==> src/hdl/cama_pkg.sv <==
// cama_pkg: shared types and constants for the circular angle moving average
// holds the sequencer state type, angle constants, register indexes and side codes
// no dependencies

package cama_pkg;

	// sequencer states
	typedef enum logic [2:0] {
		ST_IDLE,
		ST_WRAP,
		ST_DIST,
		ST_MUL,
		ST_DIV,
		ST_FIN
	} state_t;

	// angles in 1/64 degree
	localparam logic [16:0] FULL_TURN = 17'd23040;
	localparam logic [16:0] HALF_TURN = 17'd11520;
	// three full turns, makes any heading plus offset positive
	localparam logic [17:0] WRAP_BIAS = 18'd69120;

	// register indexes
	localparam logic REG_AOA_OFFSET    = 1'b0;
	localparam logic REG_WINDOW_LENGTH = 1'b1;

	// register reset values
	localparam logic [13:0] AOA_RESET    = 14'd960;
	localparam logic [7:0]  WINDOW_RESET = 8'd10;

	// tail side codes
	localparam logic [1:0] SIDE_ZERO = 2'b00;
	localparam logic [1:0] SIDE_POS  = 2'b01;
	localparam logic [1:0] SIDE_DBL  = 2'b10;
	localparam logic [1:0] SIDE_NEG  = 2'b11;

	// step counts of the serial phases, loaded as count minus one
	localparam logic [4:0] WRAP_STEPS = 5'd2;
	localparam logic [4:0] MUL_STEPS  = 5'd7;
	localparam logic [4:0] DIV_STEPS  = 5'd23;

endpackage

==> src/hdl/circular_angle_moving_average.sv <==
// circular_angle_moving_average: top level of the wind angle running average
// serial sequencer with a shift-add multiplier and a restoring divider
// depends on cama_pkg

// One word in, one word out. Each input word gives a wing heading and a tail
// side; the block forms the raw wind angle (heading plus angle of attack times
// side, wrapped to one turn), moves the stored average toward it by the
// shortest circular distance, and returns the new average, all in 1/64 degree.
// A word passes from acceptance to the result register through turn
// reduction by four, two and one full turns, the circular distance, a
// shift-add multiply by the sample count (one count bit a cycle), restoring
// division by the count (one quotient bit a cycle) and a final wrap and
// store. A new word is taken only after the last one is stored and the
// sequencer is back in idle. One word is in work at a time; input ready is
// high only while the sequencer is idle. The result sits in an output
// register, so the next word is taken and worked on while the last result
// waits; the sequencer holds in its final step only if that register is
// still full. Configuration writes take effect at once and are meant to be
// made while the block is idle.

module circular_angle_moving_average (
	input  logic        clk,
	input  logic        arst_n,
	// configuration
	input  logic        cfg_we,
	input  logic        cfg_index,
	input  logic [13:0] cfg_data,
	// input words
	input  logic        in_valid,
	output logic        in_ready,
	input  logic [15:0] wing_heading,
	input  logic [1:0]  tail_side,
	// result words
	output logic        out_valid,
	input  logic        out_ready,
	output logic [14:0] wind_direction
);

	// one conditional add or subtract of a full turn, input in (-turn, 2 turns)
	function automatic logic [14:0] wrap_once(input logic [16:0] v);
		logic [16:0] r;
		begin
			if (v[16]) begin
				r = v + cama_pkg::FULL_TURN;
			end else if (v >= cama_pkg::FULL_TURN) begin
				r = v - cama_pkg::FULL_TURN;
			end else begin
				r = v;
			end
			wrap_once = r[14:0];
		end
	endfunction

	cama_pkg::state_t state_q, state_d;

	// configuration registers
	logic [13:0] aoa_q;
	logic [7:0]  window_q;

	// state carried between words
	logic [14:0] avg_q;
	logic [7:0]  count_q;

	// serial datapath
	logic [4:0]  step_q;
	logic [16:0] wrap_q;   // raw angle during turn reduction
	logic [24:0] acc_q;    // product accumulator, two's complement
	logic [23:0] md_q;     // multiplicand, shifts left
	logic [7:0]  mq_q;     // multiplier bits, shift right
	logic [23:0] num_q;    // dividend in, quotient out
	logic [7:0]  rem_q;    // partial remainder

	// output register
	logic        out_valid_q;
	logic [14:0] out_q;

	logic        accept;
	logic        fin_load;
	logic        last_step;

	// raw angle at acceptance
	logic [17:0] heading_ext;
	logic [17:0] aoa_ext;
	logic [17:0] off_ext;
	logic [17:0] raw_sum;

	// turn reduction
	logic [16:0] wrap_sub_const;
	logic [17:0] wrap_diff;

	// circular distance
	logic [16:0] dist_raw;
	logic [14:0] dist_wrapped;
	logic [16:0] dist_signed;

	// multiply and divide steps
	logic [24:0] acc_sum;
	logic [24:0] acc_next;
	logic [8:0]  div_trial;
	logic [9:0]  div_diff;
	logic        div_bit;

	// final wrap
	logic [16:0] fin_raw;
	logic [14:0] fin_angle;

	logic [7:0]  count_next;

	assign in_ready       = (state_q == cama_pkg::ST_IDLE);
	assign accept         = in_valid && in_ready;
	assign out_valid      = out_valid_q;
	assign wind_direction = out_q;
	assign last_step      = (step_q == 5'd0);

	// heading plus side times offset, biased positive
	assign heading_ext = {{2{wing_heading[15]}}, wing_heading};
	assign aoa_ext     = {{4{aoa_q[13]}}, aoa_q};

	always_comb begin
		case (tail_side)
			cama_pkg::SIDE_POS: off_ext = aoa_ext;
			cama_pkg::SIDE_NEG: off_ext = 18'd0 - aoa_ext;
			cama_pkg::SIDE_DBL: off_ext = 18'd0 - {aoa_ext[16:0], 1'b0};
			default:            off_ext = 18'd0;
		endcase
	end

	assign raw_sum = heading_ext + off_ext + cama_pkg::WRAP_BIAS;

	// restoring reduction by four, two and one full turns
	always_comb begin
		case (step_q[1:0])
			2'd2:    wrap_sub_const = {cama_pkg::FULL_TURN[14:0], 2'b00};
			2'd1:    wrap_sub_const = {cama_pkg::FULL_TURN[15:0], 1'b0};
			default: wrap_sub_const = cama_pkg::FULL_TURN;
		endcase
	end

	assign wrap_diff = {1'b0, wrap_q} - {1'b0, wrap_sub_const};

	// shortest signed distance from the average, in [-half, half)
	assign dist_raw     = {2'b00, wrap_q[14:0]} + cama_pkg::HALF_TURN - {2'b00, avg_q};
	assign dist_wrapped = wrap_once(dist_raw);
	assign dist_signed  = {2'b00, dist_wrapped} - cama_pkg::HALF_TURN;

	// shift-add step: acc += (avg + half) * count, one count bit a cycle
	assign acc_sum  = acc_q + {1'b0, md_q};
	assign acc_next = mq_q[0] ? acc_sum : acc_q;

	// restoring division step, one quotient bit a cycle
	assign div_trial = {rem_q, num_q[23]};
	assign div_diff  = {1'b0, div_trial} - {2'b00, count_q};
	assign div_bit   = !div_diff[9];

	// quotient is biased by half a turn, which keeps the dividend positive
	assign fin_raw   = {1'b0, num_q[15:0]} - cama_pkg::HALF_TURN;
	assign fin_angle = wrap_once(fin_raw);

	// count climbs toward the window; its next value is never below one
	always_comb begin
		count_next = count_q;
		if (count_q < window_q) begin
			count_next = count_q + 8'd1;
		end
		if (count_next == 8'd0) begin
			count_next = 8'd1;
		end
	end

	// next state
	always_comb begin
		state_d  = state_q;
		fin_load = 1'b0;
		unique case (state_q)
			cama_pkg::ST_IDLE: begin
				if (in_valid) begin
					state_d = cama_pkg::ST_WRAP;
				end
			end
			cama_pkg::ST_WRAP: begin
				if (last_step) begin
					state_d = cama_pkg::ST_DIST;
				end
			end
			cama_pkg::ST_DIST: begin
				state_d = cama_pkg::ST_MUL;
			end
			cama_pkg::ST_MUL: begin
				if (last_step) begin
					state_d = cama_pkg::ST_DIV;
				end
			end
			cama_pkg::ST_DIV: begin
				if (last_step) begin
					state_d = cama_pkg::ST_FIN;
				end
			end
			cama_pkg::ST_FIN: begin
				// hold until the output register is free
				if (!out_valid_q || out_ready) begin
					fin_load = 1'b1;
					state_d  = cama_pkg::ST_IDLE;
				end
			end
			default: begin
				state_d = cama_pkg::ST_IDLE;
			end
		endcase
	end

	always_ff @(posedge clk or negedge arst_n) begin
		if (!arst_n) begin
			state_q <= cama_pkg::ST_IDLE;
		end else begin
			state_q <= state_d;
		end
	end

	// configuration writes
	always_ff @(posedge clk or negedge arst_n) begin
		if (!arst_n) begin
			aoa_q    <= cama_pkg::AOA_RESET;
			window_q <= cama_pkg::WINDOW_RESET;
		end else if (cfg_we) begin
			unique case (cfg_index)
				cama_pkg::REG_AOA_OFFSET:    aoa_q    <= cfg_data;
				cama_pkg::REG_WINDOW_LENGTH: window_q <= cfg_data[7:0];
				default: ;
			endcase
		end
	end

	// average, sample count and output register
	always_ff @(posedge clk or negedge arst_n) begin
		if (!arst_n) begin
			avg_q       <= 15'd0;
			count_q     <= 8'd0;
			out_valid_q <= 1'b0;
		end else begin
			if (accept) begin
				count_q <= count_next;
			end
			if (fin_load) begin
				avg_q       <= fin_angle;
				out_valid_q <= 1'b1;
			end else if (out_ready) begin
				out_valid_q <= 1'b0;
			end
		end
	end

	always_ff @(posedge clk) begin
		if (fin_load) begin
			out_q <= fin_angle;
		end
	end

	// serial datapath
	always_ff @(posedge clk) begin
		case (state_q)
			cama_pkg::ST_IDLE: begin
				wrap_q <= raw_sum[16:0];
				step_q <= cama_pkg::WRAP_STEPS;
			end
			cama_pkg::ST_WRAP: begin
				if (!wrap_diff[17]) begin
					wrap_q <= wrap_diff[16:0];
				end
				step_q <= step_q - 5'd1;
			end
			cama_pkg::ST_DIST: begin
				acc_q  <= {{8{dist_signed[16]}}, dist_signed};
				// average plus half a turn reaches above 15 bits
				md_q   <= {8'd0, 16'({1'b0, avg_q} + cama_pkg::HALF_TURN[15:0])};
				mq_q   <= count_q;
				step_q <= cama_pkg::MUL_STEPS;
			end
			cama_pkg::ST_MUL: begin
				acc_q <= acc_next;
				md_q  <= {md_q[22:0], 1'b0};
				mq_q  <= {1'b0, mq_q[7:1]};
				if (last_step) begin
					num_q  <= acc_next[23:0];
					rem_q  <= 8'd0;
					step_q <= cama_pkg::DIV_STEPS;
				end else begin
					step_q <= step_q - 5'd1;
				end
			end
			cama_pkg::ST_DIV: begin
				rem_q  <= div_bit ? div_diff[7:0] : div_trial[7:0];
				num_q  <= {num_q[22:0], div_bit};
				step_q <= step_q - 5'd1;
			end
			default: ;
		endcase
	end

	// the stored average never leaves one turn
	a_avg_in_turn: assert property (@(posedge clk) disable iff (!arst_n)
		{2'b00, avg_q} < cama_pkg::FULL_TURN)
		else $error("average left the turn range");

	// a presented result is a wrapped angle
	a_out_in_turn: assert property (@(posedge clk) disable iff (!arst_n)
		out_valid |-> {2'b00, wind_direction} < cama_pkg::FULL_TURN)
		else $error("result angle out of range");

	// the divisor is never zero while a word is in work
	a_count_nonzero: assert property (@(posedge clk) disable iff (!arst_n)
		(state_q != cama_pkg::ST_IDLE) |-> (count_q != 8'd0))
		else $error("sample count zero during work");

	// partial remainder stays below the divisor
	a_rem_below: assert property (@(posedge clk) disable iff (!arst_n)
		(state_q == cama_pkg::ST_DIV) |-> (rem_q < count_q))
		else $error("divider remainder not below count");

	// the final step does not overwrite a waiting result
	a_no_overwrite: assert property (@(posedge clk) disable iff (!arst_n)
		(state_q == cama_pkg::ST_FIN && out_valid && !out_ready)
		|=> (state_q == cama_pkg::ST_FIN))
		else $error("result overwritten while waiting");

endmodule
==> config.mk <==
export PLATFORM = sky130hd
export DESIGN_NAME = circular_angle_moving_average
export DESIGN_NICKNAME = d
export VERILOG_FILES = /design/src/hdl/cama_pkg.sv /design/src/hdl/circular_angle_moving_average.sv
export SDC_FILE = /design/constraint.sdc
export NUM_CORES = 1
export LEC_CHECK = 0
export BUFFER_PORTS_ARGS = -buffer_cell sky130_fd_sc_hd__buf_4
export CAP_MARGIN = 10
export CORE_UTILIZATION = 58
export CTS_BUF_LIST = sky130_fd_sc_hd__clkbuf_2
export CTS_CLUSTER_DIAMETER = 50
export DETAILED_ROUTE_END_ITERATION = 10
export PLACE_DENSITY_LB_ADDON = 0.08
export REMOVE_ABC_BUFFERS = 1
export SLEW_MARGIN = 15
export SYNTH_ARGS = -nofsm -noshare
export SYNTH_HDL_FRONTEND = slang
export SYNTH_SLANG_ARGS = --single-unit
==> constraint.sdc <==
create_clock -name clk -period 12.9 [get_ports clk]
set_clock_uncertainty 0.05 [all_clocks]
set_input_delay 2.58 -clock clk [delete_from_list [all_inputs] [get_ports clk]]
set_output_delay 2.58 -clock clk [all_outputs]
set_load 0.01 [all_outputs]
======== Word-level counts from Yosys, hierarchy flattened ========
Index checks and enable logic that the tools add are counted.
cells by class
  magnitude comparators ................... 3
  reduce and logical (&&, ||, !) cells .... 19
  add/subtract/negate cells ............... 18
  bitwise operators ....................... 1
  equal/unequal tests ..................... 17
  multiplexer cells ....................... 31
operators by type and width
  cell                                                                      count
  24-bit one-hot mux with 2 select lines                                    2
  17-bit one-hot mux with 2 select lines                                    2
  15-bit 2-to-1 mux                                                         4
  17-bit one-hot mux with 3 select lines                                    1
  25-bit one-hot mux with 2 select lines                                    1
  17-bit by 15-bit >= comparator with 1-bit output (second input constant)  2
  15-bit by 14-bit adder with 16-bit output (second input constant)         2
  8-bit 2-to-1 mux                                                          4
  8-bit one-hot mux with 2 select lines                                     2
  15-bit adder (second input constant)                                      2
  15-bit subtractor (second input constant)                                 2
  25-bit by 24-bit adder with 25-bit output                                 1
  25-bit 2-to-1 mux                                                         1
  24-bit 2-to-1 mux                                                         1
  5-bit one-hot mux with 4 select lines                                     1
  3-bit one-hot mux with 6 select lines                                     1
  17-bit by 17-bit subtractor with 18-bit output                            1
  17-bit adder                                                              1
  17-bit adder (second input constant)                                      1
  17-bit 2-to-1 mux                                                         1
  16-bit by 14-bit subtractor with 17-bit output (second input constant)    1
  16-bit by 15-bit subtractor with 17-bit output                            1
  1-bit by 15-bit subtractor with 16-bit output (first input constant)      1
  15-bit by 14-bit subtractor with 16-bit output (second input constant)    1
  26 further kinds                                                          52
storage, ports and cells
  output and inout bits ................... 17
  register bits ........................... 175
  logic and storage cells ................. 104
  input port bits ......................... 38

======== Longest topological paths before layout ========
  depth in word-level cells ............... 7
  mapped depth ............................ 20

======== Worst setup path before layout ========
Ideal clock, no wire load.
  path kind ............................... input -> register
  from .................................... in tail_side[1]
  to ...................................... reg wrap_q[15], data pin
  path slack .............................. 6780 ps
  cell stages on the path ................. 18
  required time ........................... 12586 ps
  arrival time ............................ 5806 ps
  cells stage by stage .................... clkbuf_1 nor2b_1 clkbuf_1 a22o_1 ha_1 inv_1 fa_1 nor2b_1 o21ai_0 a21boi_0 o21ai_0 a21boi_0 o21ai_0 a21boi_0 o211ai_1 a211oi_1 o21a_1 o31ai_1
on the way
  longest elaborated chain between the ends .. 5
  elaborated cells on any way between the ends .. 7
  classes of those cells .................. add/sub (2); eq/ne (3); mux (2)
ends and longest elaborated chain
  element                                                                                RTL line                              source
  from (decl)                                                                            circular_angle_moving_average.sv:32   input logic [1:0] tail_side,
  2-bit equality test or 2-bit by 1-bit equality test with 1-bit output (tied branches)  circular_angle_moving_average.sv:120  case (tail_side)
  17-bit one-hot mux with 3 select lines *                                               circular_angle_moving_average.sv:120
  17-bit adder * (2 in series)                                                           circular_angle_moving_average.sv:128  assign raw_sum = heading_ext + off_ext + cama_pkg::WRAP_BIAS;
  17-bit one-hot mux with 2 select lines *                                               circular_angle_moving_average.sv:260  case (state_q)
  to (signal assigned)                                                                   circular_angle_moving_average.sv:262  wrap_q <= raw_sum[16:0];
  to (signal assigned)                                                                   circular_angle_moving_average.sv:267  wrap_q <= wrap_diff[16:0];
  to (decl)                                                                              circular_angle_moving_average.sv:66   logic [16:0] wrap_q;
Every way passes the cells marked *; elsewhere a longest branch is shown, timed or not.
A chain may end at the register's enable or synchronous reset.

======== Final worst setup path ========
Same ends and word-level chain as after synthesis.

==> results_dict.tcl <==
set metrics [dict create \
    status "finished clean" \
    wl_per_cell_um 16.5 \
    grt_max_degree 67 \
    cp.required_ps 13360 \
    setup.worst_path.start "tail_side[1]" \
    cts_setup_buffers 0 \
    cap_violations 0 \
    maxClockFrequency_mhz 168 \
    crit_path_end "wrap_q[15]" \
    dp_hpwl_mm 20.9 \
    endpoint_kind "flop" \
    antenna_found_initial 1 \
    finalSetupViolations 0 \
    num_rows 53 \
    synthesis.instances 1340 \
    r2r_end "acc_q[23]" \
    root_buffer "clkbuf_2" \
    cts_hold_buf 0 \
    synth-seq-area-share_pct 39.0 \
    slew_violations 0 \
    cts_resized 0 \
    cts_sinks 174 \
    synth-edff-count 125 \
    dpl_cell_area_um2 13400 \
    viasPerCell 5.82 \
    first_pass_iters 6 \
    num_vias 9698 \
    initial_core_util_pct 59.9 \
    die_h_um 151 \
    htree_levels 4 \
    syn2layout_area_growth_pct 6.90 \
    path_class "primary input to flop" \
    fin_ws_ps 6960 \
    core_area_um2 21400 \
    tns_ps 0 \
    hold_path_class "flop to flop" \
    tritoncts "built" \
    critPathLaunchType "primary input" \
    pre_cts_ws_ps 6220 \
    die_w_um 151 \
    synthTopCellsByArea "edfxtp_1 29%, ha_1 12%, dfrtp_1 8.4%" \
    worstRegToRegCells 16 \
    ctsLongestPathBuffers 2 \
    nNetsFinal 1538 \
    place.gp.congestion 0.877 \
    yosysTopAreaCell "edfxtp_1" \
    ys.warnings.count 0 \
    synth-seq-cells 174 \
    overflow 0 \
    yosysMostFrequentCell "nand2_1" \
    arrival_ps 6400 \
    synth_top_area_share_pct 29.3 \
    period_share_pct 46.1 \
    first_global_vias 9300 \
    cp_slowest_cell "nor2b_1" \
    synth.distinct_cells 91 \
    async_flop_share_pct 28.2 \
    post-route-min-period_ps 5940 \
    final_area_um2 13700 \
    cp_max_fo 18 \
    post_route_cells_drive_above_1_share_pct 12.5 \
    grt_first_pass_wirelength_mm 45.2 \
    ioPinCount 55 \
    clk_pin_slew_ps 280 \
    dieArea_um2 22700 \
    cts_made_buffers 17 \
    critical_path.cell_chain "buf_4 > nor2b_1 > a22o_1 > ha_1 > inv_1 > fa_1 > nor2b_1 > o21ai_0 > a21boi_0 > o21ai_0 > a21boi_0 > o21ai_0 > a21boi_0 > o211ai_1 > a211oi_1 > o21a_1 > o31ai_1" \
    slew_headroom_pct 24.1 \
    drt-initial-drc-count 542 \
    final_core_util_pct 64.1 \
    synth_area_um2 12800 \
    r2r_slack_ps 7850 \
    worstSkewPairLatency_ps 780 \
    r2r_start "avg_q[1]" \
    rsz0062_at_grt "no" \
    synth_ff_type "edfxtp_1" \
    ant_nets 0 \
    finalHoldViolations 0 \
    synth_common_cells "146 x nand2_1, 125 x edfxtp_1, 118 x ha_1" \
    worst_pin_slew_ps 1130 \
    grtUsageTotal_pct 25.4 \
    slowest_delay_ps 560 \
    numPortBuffers 54 \
    wl_mm 27.4 \
    postSynthAreaPerCell_um2 9.55 \
    drcViolationCount 0 \
]
## through the flow
stage,hold WS [ps],cells
5_1_grt,516,1665
6_report,499,1665
3_3_place_gp,440,1632
4_1_cts,501,1664
3_5_place_dp,446,1632
2_1_floorplan,416,1293
## worst max-delay path, delay by kind of cell
family,cells,cell delay [ps]
and+or+nand+nor,2,710
AOI/OAI and AO/OA,11,2280
adders and majority gates,2,580
buffers and inverters,2,250
## how the worst min path moves through the flow
| stage | slack, ps | to | start | cells after the start |
|---|---|---|---|---|
| 2_1_floorplan | 420 | avg_q[0] | avg_q[0] | 2 |
| 3_5_place_dp | 450 | window_q[5] | window_q[5] | 1 |
| 6_report | 500 | window_q[5] | window_q[5] | 1 |
| 4_1_cts | 500 | wind_direction[0] | num_q[0] | 0 |
| 3_3_place_gp | 440 | mq_q[0] | mq_q[1] | 2 |
| 5_1_grt | 520 | window_q[6] | window_q[6] | 1 |
## kinds of logic after synthesis
family,synth area share [%]
muxes,4.97
and+or+nand+nor,14.8
adders and majority gates,12.5
xor gates and xnor gates,6.57
DFF,39.0
buffers and inverters,4.60
AOI/OAI and AO/OA,17.6
## metal layers
metal  vias up  global-route usage (%)  routed length (µm)
met5         -                       0                   0
met4         0                    6.21                 448
met3        26                    4.03                1070
met2       187                    42.2               13000
met1      4589                    34.5               12900
li1       4896                       -                   -
## final cells by class
class                      count  area, µm²
timing repair buffer          64        480
clock buffer                  17       85.1
clock inverter                15        169
sequential                   174       4990
fill                        1807       7670
multi-input combinational   1018       7230
antenna                        1       2.50
inverter                     101        382
tap                          275        344
## registers in the layout, summed over array words and instances (netlist names)
| name | flops |
|---|---|
| acc_q | 24 |
| md_q | 24 |
| num_q | 24 |
| wrap_q | 17 |
| avg_q | 15 |
| wind_direction | 15 |
| aoa_q | 14 |
| count_q | 8 |
| mq_q | 8 |
| rem_q | 8 |
| window_q | 8 |
| step_q | 5 |
| state_q | 3 |
| out_valid | 1 |
## layout by cell type (no fill, tap or decap), types with 37 or more instances in the layout
master,instances
nand2_1,146
edfxtp_1,125
ha_1,118
nor2_1,105
inv_1,97
o21ai_0,95
a21oi_1,85
buf_4,64
xnor2_1,54
dfrtp_1,43
xor2_1,37
Power is left out: the tool's default activity adds up to more than one toggle a clock period on the data nets, which glitch-free logic cannot reach.
